### src/rtl/core/rahe_pkg.sv
// Package for the ROM address homophonic encoder.
// Shared payload and command types, operation codes and default sizes.
// No dependencies.
`default_nettype none

package rahe_pkg;

  localparam int RomIdxW    = 3;
  localparam int RomCountW  = 2;
  localparam int DefWindow  = 65536;
  localparam int DefNumRoms = 3;
  localparam int QDepth     = 2;

  localparam logic OpLoad   = 1'b0;
  localparam logic OpEncode = 1'b1;

  localparam logic [RomCountW-1:0] RomCountReset = 2'd1;

  typedef struct packed {
    logic        op;
    logic [1:0]  rom_select;
    logic [7:0]  data_byte;
    logic [31:0] random_value;
    logic        last_rom_byte;
  } in_t;

  typedef struct packed {
    logic [15:0] rom_address;
    logic [1:0]  rom_used;
  } out_t;

  // Command handed from the front to the back.
  typedef struct packed {
    logic               op;
    logic [RomIdxW-1:0] rom;
    logic [7:0]         data_byte;
    logic [31:0]        random_value;
    logic               last_rom_byte;
  } cmd_t;

endpackage

`default_nettype wire

### src/rtl/core/rahe_front.sv
// Front end: input transfer, rotation over ROMs, rom_count register and command queue.
// Depends on rahe_pkg.
`default_nettype none

module rahe_front import rahe_pkg::*; #(
  parameter int NUM_ROMS = DefNumRoms
) (
  input  wire                  clk_i,
  input  wire                  rst_ni,
  input  wire                  in_valid_i,
  output logic                 in_ready_o,
  input  in_t                  in_data_i,
  input  wire                  cfg_valid_i,
  output logic                 cfg_ready_o,
  input  wire [RomCountW-1:0]  cfg_data_i,
  output logic                 cmd_valid_o,
  output cmd_t                 cmd_o,
  input  wire                  cmd_pop_i
);

  localparam int QPW = (QDepth > 1) ? $clog2(QDepth) : 1;
  localparam int QCW = $clog2(QDepth + 1);

  logic [RomCountW-1:0] rom_count_q;
  logic [1:0]           pos_q, pos_d;
  logic [RomCountW-1:0] eff_cnt;
  logic [1:0]           rom_pick;
  cmd_t                 q_mem [QDepth];
  logic [QPW-1:0]       wr_ptr_q, rd_ptr_q;
  logic [QCW-1:0]       cnt_q;
  logic                 accept, push, pop;
  cmd_t                 cmd_new;

  assign cfg_ready_o = 1'b1;
  assign in_ready_o  = (cnt_q != QCW'(QDepth));
  assign accept      = in_valid_i & in_ready_o;
  assign cmd_valid_o = (cnt_q != '0);
  assign cmd_o       = q_mem[rd_ptr_q];
  assign pop         = cmd_pop_i & cmd_valid_o;

  always_comb begin
    if (rom_count_q == '0) begin
      eff_cnt = RomCountW'(1);
    end else if (32'(rom_count_q) > NUM_ROMS) begin
      eff_cnt = RomCountW'(NUM_ROMS);
    end else begin
      eff_cnt = rom_count_q;
    end
    if (pos_q >= eff_cnt) begin
      rom_pick = (eff_cnt == RomCountW'(1)) ? 2'd0 : pos_q - eff_cnt;
    end else begin
      rom_pick = pos_q;
    end
  end

  always_comb begin
    cmd_new               = '0;
    cmd_new.op            = in_data_i.op;
    cmd_new.data_byte     = in_data_i.data_byte;
    cmd_new.random_value  = in_data_i.random_value;
    cmd_new.last_rom_byte = in_data_i.last_rom_byte;
    pos_d                 = pos_q;
    push                  = 1'b0;
    if (accept) begin
      if (in_data_i.op == OpLoad) begin
        pos_d       = 2'd0;
        cmd_new.rom = RomIdxW'(in_data_i.rom_select);
        // loads to a ROM that does not exist are dropped here
        push        = (32'(in_data_i.rom_select) < NUM_ROMS);
      end else begin
        cmd_new.rom = RomIdxW'(rom_pick);
        pos_d       = ((rom_pick + 2'd1) == eff_cnt) ? 2'd0 : rom_pick + 2'd1;
        push        = 1'b1;
      end
    end
  end

  always_ff @(posedge clk_i or negedge rst_ni) begin
    if (!rst_ni) begin
      rom_count_q <= RomCountReset;
      pos_q       <= 2'd0;
      wr_ptr_q    <= '0;
      rd_ptr_q    <= '0;
      cnt_q       <= '0;
    end else begin
      if (cfg_valid_i) begin
        rom_count_q <= cfg_data_i;
      end
      pos_q <= pos_d;
      if (push) begin
        wr_ptr_q <= (wr_ptr_q == QPW'(QDepth - 1)) ? '0 : wr_ptr_q + 1'b1;
      end
      if (pop) begin
        rd_ptr_q <= (rd_ptr_q == QPW'(QDepth - 1)) ? '0 : rd_ptr_q + 1'b1;
      end
      if (push && !pop) begin
        cnt_q <= cnt_q + 1'b1;
      end else if (pop && !push) begin
        cnt_q <= cnt_q - 1'b1;
      end
    end
  end

  always_ff @(posedge clk_i) begin
    if (push) begin
      q_mem[wr_ptr_q] <= cmd_new;
    end
  end

endmodule

`default_nettype wire

### config.mk
export PLATFORM = sky130hd
export DESIGN_NAME = rahe_front
export DESIGN_NICKNAME = d
export VERILOG_FILES = /design/src/rtl/core/rahe_pkg.sv /design/src/rtl/core/rahe_front.sv
export SDC_FILE = /design/constraint.sdc
export NUM_CORES = 1
export LEC_CHECK = 0
export ABC_CLOCK_PERIOD_IN_PS = 3700
export BUFFER_PORTS_ARGS = -buffer_cell sky130_fd_sc_hd__buf_2
export CORE_ASPECT_RATIO = 1.75
export CORE_UTILIZATION = 30
export DETAILED_ROUTE_END_ITERATION = 16
export PLACE_DENSITY = 0.57
export RECOVER_POWER = 100
export SLEW_MARGIN = 25
export SYNTH_ARGS = -nofsm -noshare
export SYNTH_HDL_FRONTEND = slang
export SYNTH_SLANG_ARGS = --single-unit
### constraint.sdc
create_clock -name clk_i -period 3.7 [get_ports clk_i]
set_clock_uncertainty 0.05 [all_clocks]
set_input_delay 0.37 -clock clk_i [delete_from_list [all_inputs] [get_ports clk_i]]
set_output_delay 0.37 -clock clk_i [all_outputs]
set_load 0.02 [all_outputs]
-- After elaboration in Yosys (flattened, before gate mapping)
Memory sizes are Yosys's and may differ from the RTL's.
Cells that the tools add are included.
W data, S select, Z words.
- bits in registers: 8
- bits in writable memories: 88
- output and inout port bits: 48
- word-level logic and storage cells: 41
- memories kept: 1
- memories (name ; depth ; bits a word ; read ports ; clocked after Yosys merged registers in ; write ports ; RTL line ; text):
    q_mem ; 2 ; 44 ; 1 ; 0 ; 1 ; rahe_front.sv:28 ; cmd_t q_mem [QDepth];
- add/subtract/negate cells: 6
- order comparisons: 2
- equal/unequal tests: 3
- multiplexer cells: 15
- bitwise logic cells: 2
- reductions and logical operators: 7
- operator list (kind ; number):
    $mux W2 ; 9
    $mux W1 ; 6
    $add A2 B1 Y2 const B ; 2
    $reduce_bool A2 Y1 ; 2
    $add A1 B1 Y1 const B ; 2
    $and A1 B1 Y1 ; 2
    $eq A2 B1 Y1 const B ; 1
    $eq A2 B2 Y1 ; 1
    $ge A2 B2 Y1 ; 1
    $logic_and A1 B1 Y1 ; 2
    $logic_not A1 Y1 ; 2
    $logic_not A2 Y1 ; 1
    $lt A2 B2 Y1 const B ; 1
    $ne A2 B2 Y1 const B ; 1
    $sub A2 B1 Y2 const B ; 1
    $sub A2 B2 Y2 ; 1

-- Logic depth before layout (Yosys ltp)
Gate-level depths: netlist of run 1.
- depth after elaboration: 9
- gate-level depth with buffers: 8
- depth with buffers taken out: 8

-- Worst setup path before layout of run 1
Ideal clock, no wire load.
- path type: flip-flop to flip-flop
- start point: reg cnt_q[0]
- end point: mem q_mem[0][0] (netlist bit) (enable)
- arrival: 2.872 ns
- data required time: 3.205 ns
- slack: 0.332 ns
- cell stages (with the launch flop): 5
- path buffers: 0
- period minus slack after synthesis: 3.368 ns
- cells stage by stage: dfrtp_1 nand2b_1 nand2_1 a21o_1 nor2_1
- word-level cells in the longest chain between the ends: 5
- ends and longest elaborated chain (what ; RTL line ; text):
    start, declared ; rahe_front.sv:30 ; logic [QCW-1:0] cnt_q;
    start signal, assigned ; rahe_front.sv:97 ; cnt_q <= cnt_q + 1'b1;
    start signal, assigned ; rahe_front.sv:99 ; cnt_q <= cnt_q - 1'b1;
    $ne A2 B2 Y1 ; rahe_front.sv:35 ; assign in_ready_o = (cnt_q != QCW'(QDepth));
    net in_ready_o ; rahe_front.sv:11 ; output logic in_ready_o,
    $and A1 B1 Y1 ; rahe_front.sv:36 ; assign accept = in_valid_i & in_ready_o;
    $mux W1 ; rahe_front.sv:64 ; if (accept) begin
    $mux W1 ; rahe_front.sv:105 ; if (push) begin
    $mux W1 (implied by the code) ; rahe_front.sv:106 ; q_mem[wr_ptr_q] <= cmd_new;
    end, declared ; rahe_front.sv:28 ;
The timed path passes the listed nets, and every way through them passes these cells.

-- Worst setup path in the final report of run 1
- start point: reg cnt_q[0]
- end point: mem q_mem[1][22] (netlist bit) (enable)
- word-level cells in the longest chain between the ends: 5
- ends and longest elaborated chain (what ; RTL line):
    $ne A2 B2 Y1 ; rahe_front.sv:35
    $and A1 B1 Y1 ; rahe_front.sv:36
    $mux W1 ; rahe_front.sv:64
    $mux W1 ; rahe_front.sv:105
    $mux W1 (implied by the code) ; rahe_front.sv:106
No other way between the ends.

==> metrics.txt, run 1 <==
worst skew pair latency 0.33 ns; Via density 4.25; syn avg cell area 18.9 um^2; CTS root buffer clkbuf_16; fin crit period 2.56 ns; number of I/O port buffers 96; Die X 86.6 um; drt pass-1 iters 4; Final GP Congestion 0.779; endpoint class of the critical path flop; share of power burned in registers 44.3%; Least-Margin Pin Slew 0.957 ns; Detailed Route Iter0 Violations 77; CP Launch Type flop; first-pass GRT wire length 10600 um; initial core utilization 31.1%; initial antenna violation count 1; htree depth 3; met2 Use GR 21.5%; hold buffers post-CTS 1; CP max FO 16; synth unique cells 30; Post-Route WL 6980 um; GRT overflow 0; post-cts repair resize count 0; crit path cell chain nand2b_1, nand2_1, a21o_1, nor2_1, clkbuf_1; Area Growth Syn to Fin 23.3%; # setup viols final 0; Req. time, crit path 3.60 ns; # rows 53; clk slew on worst S/H paths 0.07 ns; commonest non-fill, non-tap cell in the layout edfxtp_1; RSZ-0062 raised after global routing false; GRT met1 Usage 10.5%; fin. max-slew vios 0; mapped cell area 3750 um^2; max cap viols 0; CP Data Arrival Time 2.47 ns; final hold vios 0; largest net degree at the start of global routing 46; cells after synthesis 199; Sw Pwr 1.24 mW; Slowest Stage Delay on Critical Path 0.77 ns; Core Region 12100 um^2; critical path type reg -> reg; Max Fclk 0.390 GHz; met3 Resource Use GR 2.26%; FF+latch count, synth 96; global-route layer with the greatest usage met2; GRT Util Overall 11.2%; drt wl/cell 14.7 um; Power Internal 2.43 mW; period utilization 69.2%; Clk pwr share 24.8%; PD cells 794 nW/um^2; DRC 0; Ports 99; clock sink count 96; Setup TNS Final 0 ns; CP delay by family, top buffers and inverters; Yosys warning total 0; VDD IR max 0.285 mV; class of the worst hold path in -> reg; relative slew slack 36.2%; fillers 1214; die height 150 um; Post-DRT Antenna Nets 0; total power 3.68 mW; CTS Buf Count 9; Max clock buf depth 2; Worst Path Buf+Inv 1; Post-DP HPWL 4870 um; routed via count 2014; CTS tree built; switching share of power 33.8%; Static Leakage 1.59 nW; DIE AREA 13000 um^2; Final #Nets 358; CP max stage cell clkbuf_1; syn_nets 254; sequential area share after synthesis 75.8%; most frequent cells in the layout edfxtp_1, clkbuf_1, mux2_2; setup bufs post-CTS 0; vias in the first global route 2190; share of cells above drive strength 1 30.2%; logic gate share of total power 30.9%; status complete, no violations
==> layout make-up <==
cell class	instances	area (um^2)	area share (%)
sequential	96	2850	61.5
timing repair buffer	101	428	9.24
multi-input combinational	90	830	17.9
clock buffer	10	229	4.95
antenna	1	2.50	0.0541
inverter	5	18.8	0.405
tap	165	206	4.46
clock inverter	6	67.6	1.46
==> power by group through the flow <==
stage	registers [mW]	clock network [mW]	logic [mW]
2_1_floorplan	1.54	0	0.966
3_3_place_gp	1.65	0	1.25
3_5_place_dp	1.66	0	1.26
4_1_cts	1.64	0.938	1.26
5_1_grt	1.67	0.974	1.23
6_report	1.63	0.911	1.14
==> synth_stat cells, drive strengths merged <==
cell type  instances  area share [%]
dfrtp              7             4.7
edfxtp            88              70
o31ai              1            0.33
a22oi              1            0.20
a21boi             1            0.50
xor2               3            0.70
a211oi             1            0.20
xnor2              3            0.70
ha                 3             1.0
nand2b             3            0.50
a21o               1            0.20
a21oi              2            0.27
o22ai              1            0.33
conb               2            0.20
clkbuf             1            0.10
dfstp              1            0.70
inv                5            0.50
buf                7             1.1
mux2              45              14
nand3              1            0.13
nand2              7            0.70
mux2i              3            0.90
fa                 1            0.53
nor2               6            0.60
or2                1            0.17
nor2b              2            0.33
o41ai              1            0.43
o21ai              1            0.13
==> registers in the layout, indices dropped and copies added, names as in the netlist <==
| signal | count |
|---|---|
| q_mem | 88 |
| cnt_q | 2 |
| pos_q | 2 |
| rom_count_q | 2 |
| rd_ptr_q | 1 |
| wr_ptr_q | 1 |
==> worst paths after layout <==
kind,slack [ns],cells after the start,start,to
min in group asynchronous,0.44,2,rst_ni,cnt_q[0]
hold / removal,0.17,1,in_data_i[4],q_mem[1][4]
max in group asynchronous,2.80,2,rst_ni,rd_ptr_q
hold reg to reg,0.44,1,cnt_q[1],cnt_q[1]
setup reg to reg,1.14,5,cnt_q[0],q_mem[1][22]
setup / recovery,1.14,5,cnt_q[0],q_mem[1][22]
==> layer usage <==
metal  routed length, um  up-vias  part of all wire, %
li1                    -      955                    -
met1                2470      990                   35
met2                4020       54                   58
met3                 250       15                  3.6
met4                 235        0                  3.4
met5                   0        -                    0
==> stage by stage <==
| stage | util [%] | instance area, um^2 | cells | hold slack [ns] | worst slack, ns |
|---|---|---|---|---|---|
| 4_1_cts | 39.4 | 4750 | 473 | 0.153 | 1.46 |
| 6_report | 38.4 | 4630 | 474 | 0.172 | 1.14 |
| 3_3_place_gp | 36.8 | 4440 | 456 | 0.180 | 1.56 |
| 5_1_grt | 38.4 | 4630 | 474 | 0.155 | 0.927 |
| 2_1_floorplan | - | 3750 | 199 | 0.0244 | 0.332 |
| 3_5_place_dp | 36.8 | 4450 | 456 | 0.180 | 1.49 |
==> kinds of logic (layout without fill, tap and decap cells) <==
kind of cell / Yosys count / count (layout) / synth area share [%]
flip-flops: 96 / 96 / 75.8
multiplexers: 48 / 48 / 14.4
AND/OR/NAND/NOR: 20 / 20 / 2.43
buffers and inverters: 13 / 122 / 1.67
AO/OA/AOI/OAI: 10 / 10 / 2.60
XOR/XNOR: 6 / 6 / 1.40
adder cells (fa/ha/maj): 4 / 4 / 1.53
other: 2 / 3 / 0.200
Power figures use the tool's default switching activity.
==> run 2, diff against run 1 <==
ABC_AREA = 1   (was default)
ABC_CLOCK_PERIOD_IN_PS = 2060   (was 3700)
PLACE_DENSITY = 0.59   (was 0.57)
clock period = 2.06 ns   (was 3.7 ns; I/O delays follow)
==> metrics.txt, run 2 <==
fin crit period 1.97 ns (was 2.56 ns); Max Fclk 0.507 GHz (was 0.390 GHz); number of I/O port buffers 96 (unchanged); CTS Buf Count 9 (unchanged); RR Startpoint rom_count_q[0] (was cnt_q[0]); DRC 0 (unchanged); routed via count 2650 (was 2014); synth unique cells 23 (was 30); CP max FO 3 (was 16); initial core utilization 30.6% (was 31.1%); clock sink count 96 (unchanged); initial antenna violation count 0 (was 1); fin. max-slew vios 0 (unchanged); sequential area share after synthesis 75.1% (was 75.8%); # setup viols final 0 (unchanged); Via density 4.21 (was 4.25); critical path type reg -> reg (unchanged); commonest cells in the netlist nand2_1, edfxtp_1, inv_1 (was edfxtp_1, mux2_2, dfrtp_1, nand2_1, nor2_1); max FFs per register 88 (unchanged); syn_nets 371 (was 254); vias in the first global route 2621 (was 2190); Ports 99 (unchanged); first-pass GRT wire length 12500 um (was 10600 um); htree depth 3 (unchanged); status complete, no violations (unchanged); drt wl/cell 13.0 um (was 14.7 um); CTS tree built (unchanged); class of the worst hold path in -> reg (unchanged); Post-DP HPWL 5160 um (was 4870 um); Yosys warning total 0 (unchanged); VDD IR max 0.725 mV (was 0.285 mV); Req. time, crit path 2.10 ns (was 3.60 ns); largest net degree at the start of global routing 45 (was 46); Hold Crit Start cfg_data_i[1] (was in_data_i[4]); clk slew on worst S/H paths 0.06 ns (was 0.07 ns); die height 151 um (was 150 um); ys flop type edfxtp_1 (unchanged); Area Growth Syn to Fin 36.1% (was 23.3%); dpl cells 574 (was 456); mapped cell area 3790 um^2 (was 3750 um^2); RSZ-0062 raised after global routing false (unchanged); count leader, synth nand2_1 (was edfxtp_1); max cap viols 0 (unchanged); most frequent cells in the layout nand2_1, edfxtp_1, clkbuf_1 (was edfxtp_1, clkbuf_1, mux2_2); CP Data Arrival Time 2.02 ns (was 2.47 ns); CP delay by family, top adder cells (was buffers and inverters); commonest non-fill, non-tap cell in the layout nand2_1 (was edfxtp_1); post-layout util 41.7% (was 38.4%); Biggest register q_mem (unchanged); FF+latch count, synth 96 (unchanged); final hold vios 0 (unchanged); cells after synthesis 316 (was 199); main area contributors after synthesis edfxtp_1, nand2_1, dfrtp_1 (was edfxtp_1, mux2_2, dfrtp_1); ant diodes 0 (was 1); fin cells 629 (was 474); Final GP Congestion 0.785 (was 0.779); DIE AREA 13100 um^2 (was 13000 um^2); Max clock buf depth 2 (unchanged); post-synth top area share 69.8% (was 70.4%); CTS root buffer clkbuf_16 (unchanged); async set-reset flop share out of synthesis 8.33% (unchanged); drt pass-1 iters 4 (unchanged); Detailed Route Iter0 Violations 130 (was 77); Least-Margin Pin Slew 0.537 ns (was 0.957 ns); Post-Route WL 8170 um (was 6980 um); GRT overflow 0 (unchanged); Die X 86.9 um (was 86.6 um); # rows 54 (was 53); period utilization 95.7% (was 69.2%); syn avg cell area 12.0 um^2 (was 18.9 um^2); fillers 1187 (was 1214); Synth area leader edfxtp_1 (unchanged); Static Leakage 2.12 nW (was 1.59 nW); Slowest Stage Delay on Critical Path 0.53 ns (was 0.77 ns); number of synthesized flops with an enable pin 88 (unchanged); worst skew pair latency 0.34 ns (was 0.33 ns); Fin Hold WS 0.0234 ns (was 0.172 ns); CP max stage cell fa_1 (was clkbuf_1); CP Launch Type flop (unchanged); relative slew slack 64.2% (was 36.2%); Worst Path Buf+Inv 2 (was 1); PD cells 1370 nW/um^2 (was 794 nW/um^2); crit path cell chain inv_1, nand2_2, ha_4, fa_1, nor2_2, nand2_1, nand2_2, o21ai_0, inv_1 (was nand2b_1, nand2_1, a21o_1, nor2_1, clkbuf_1); share of cells above drive strength 1 16.5% (was 30.2%); endpoint class of the critical path flop (unchanged); Final #Nets 511 (was 358); Core Region 12400 um^2 (was 12100 um^2); Post-DRT Antenna Nets 0 (unchanged); GRT Util Overall 13.1% (was 11.2%); Critical path origin rom_count_q[0] (was cnt_q[0])
run 2: changes by cell type in the layout (fill, tap and decap cells not counted), sizes merged, moves of 5 or more:
cell / delta
dlygate4sd3: +38
nand2: +151
inv: +12
mux2: -45
o21ai: +5
nand3: +6
run 2: worst reg2reg max path, stage by stage (launching register included):
cell	delay [ns]
dfstp_2	0.37
inv_1	0.07
nand2_2	0.08
ha_4	0.17
fa_1	0.53
nor2_2	0.05
nand2_1	0.10
nand2_2	0.08
o21ai_0	0.15
inv_1	0.07
run 2: path summary, 6_finish.rpt:
check / endpoint / slack, ns / cells after the start
hold / removal: rom_count_q[1] / 0.02 / 3
min in group asynchronous: cnt_q[0] / 0.28 / 2
setup / recovery: q_mem[0][42] / 0.09 / 9
hold reg to reg: cnt_q[0] / 0.43 / 1
setup reg to reg: q_mem[0][42] / 0.09 / 9
max in group asynchronous: rom_count_q[0] / 1.34 / 2
run 2: metrics by stage:
stage | cell area (um^2) | power (mW) | setup TNS (ns) | setup slack (ns)
after global placement | 4510 | 5.43 | 0 | 0.226
after global routing | 5150 | 7.54 | 0 | 0.00505
after detailed placement | 4510 | 5.54 | 0 | 0.0842
after CTS | 5190 | 7.25 | 0 | 0.0775
final | 5150 | 7.08 | 0 | 0.0876
after floorplan | 3790 | 4.53 | -32.28 | -0.374
run 2: area by class of cell:
cell class / count / area, um^2 / area share [%]
Inverter: 18 / 67.6 / 1.31
Sequential cell: 96 / 2840 / 55.2
Multi-Input combinational cell: 190 / 852 / 16.5
Timing Repair Buffer: 141 / 882 / 17.1
Clock inverter: 7 / 71.3 / 1.38
Clock buffer: 9 / 225 / 4.37
Tap cell: 168 / 210 / 4.08
run 2: logic make-up (layout without fill, tap and decap cells):
logic type,after synthesis,count (layout),synth area share (%)
xor+xnor,3,3,0.694
simple gates,173,173,18.0
buf+inv,30,175,3.37
flops,96,96,75.1
fa+ha+maj,4,4,1.52
other cells,2,2,0.198
compound gates,8,8,1.06
run 2: report_power, final:
part | switching (mW) | internal, mW | leakage [nW] | total, mW
Combinational | 1.93 | 0.775 | 1.07 | 2.71
Clock | 0.696 | 0.940 | 0.141 | 1.64
Sequential | 0.124 | 2.61 | 0.910 | 2.74
Total | 2.75 | 4.33 | 2.12 | 7.08
run 2: routing by layer:
metal | GRT usage (%) | vias to the layer above | wire [um]
met1 | 12.9 | 1243 | 3070
met3 | 2.58 | 18 | 234
li1 | - | 1313 | -
met5 | 0 | - | 0
met4 | 8.25 | 0 | 248
met2 | 24.4 | 76 | 4610
run 2: what timing repair did:
action / in CTS / in global routing
hold endpoints to repair: 81 / 2
setup buffers: 0 / 0
endpoints found under the setup margin: 0 / 2
hold buffers: 38 / 1
resized for setup: 0 / 6
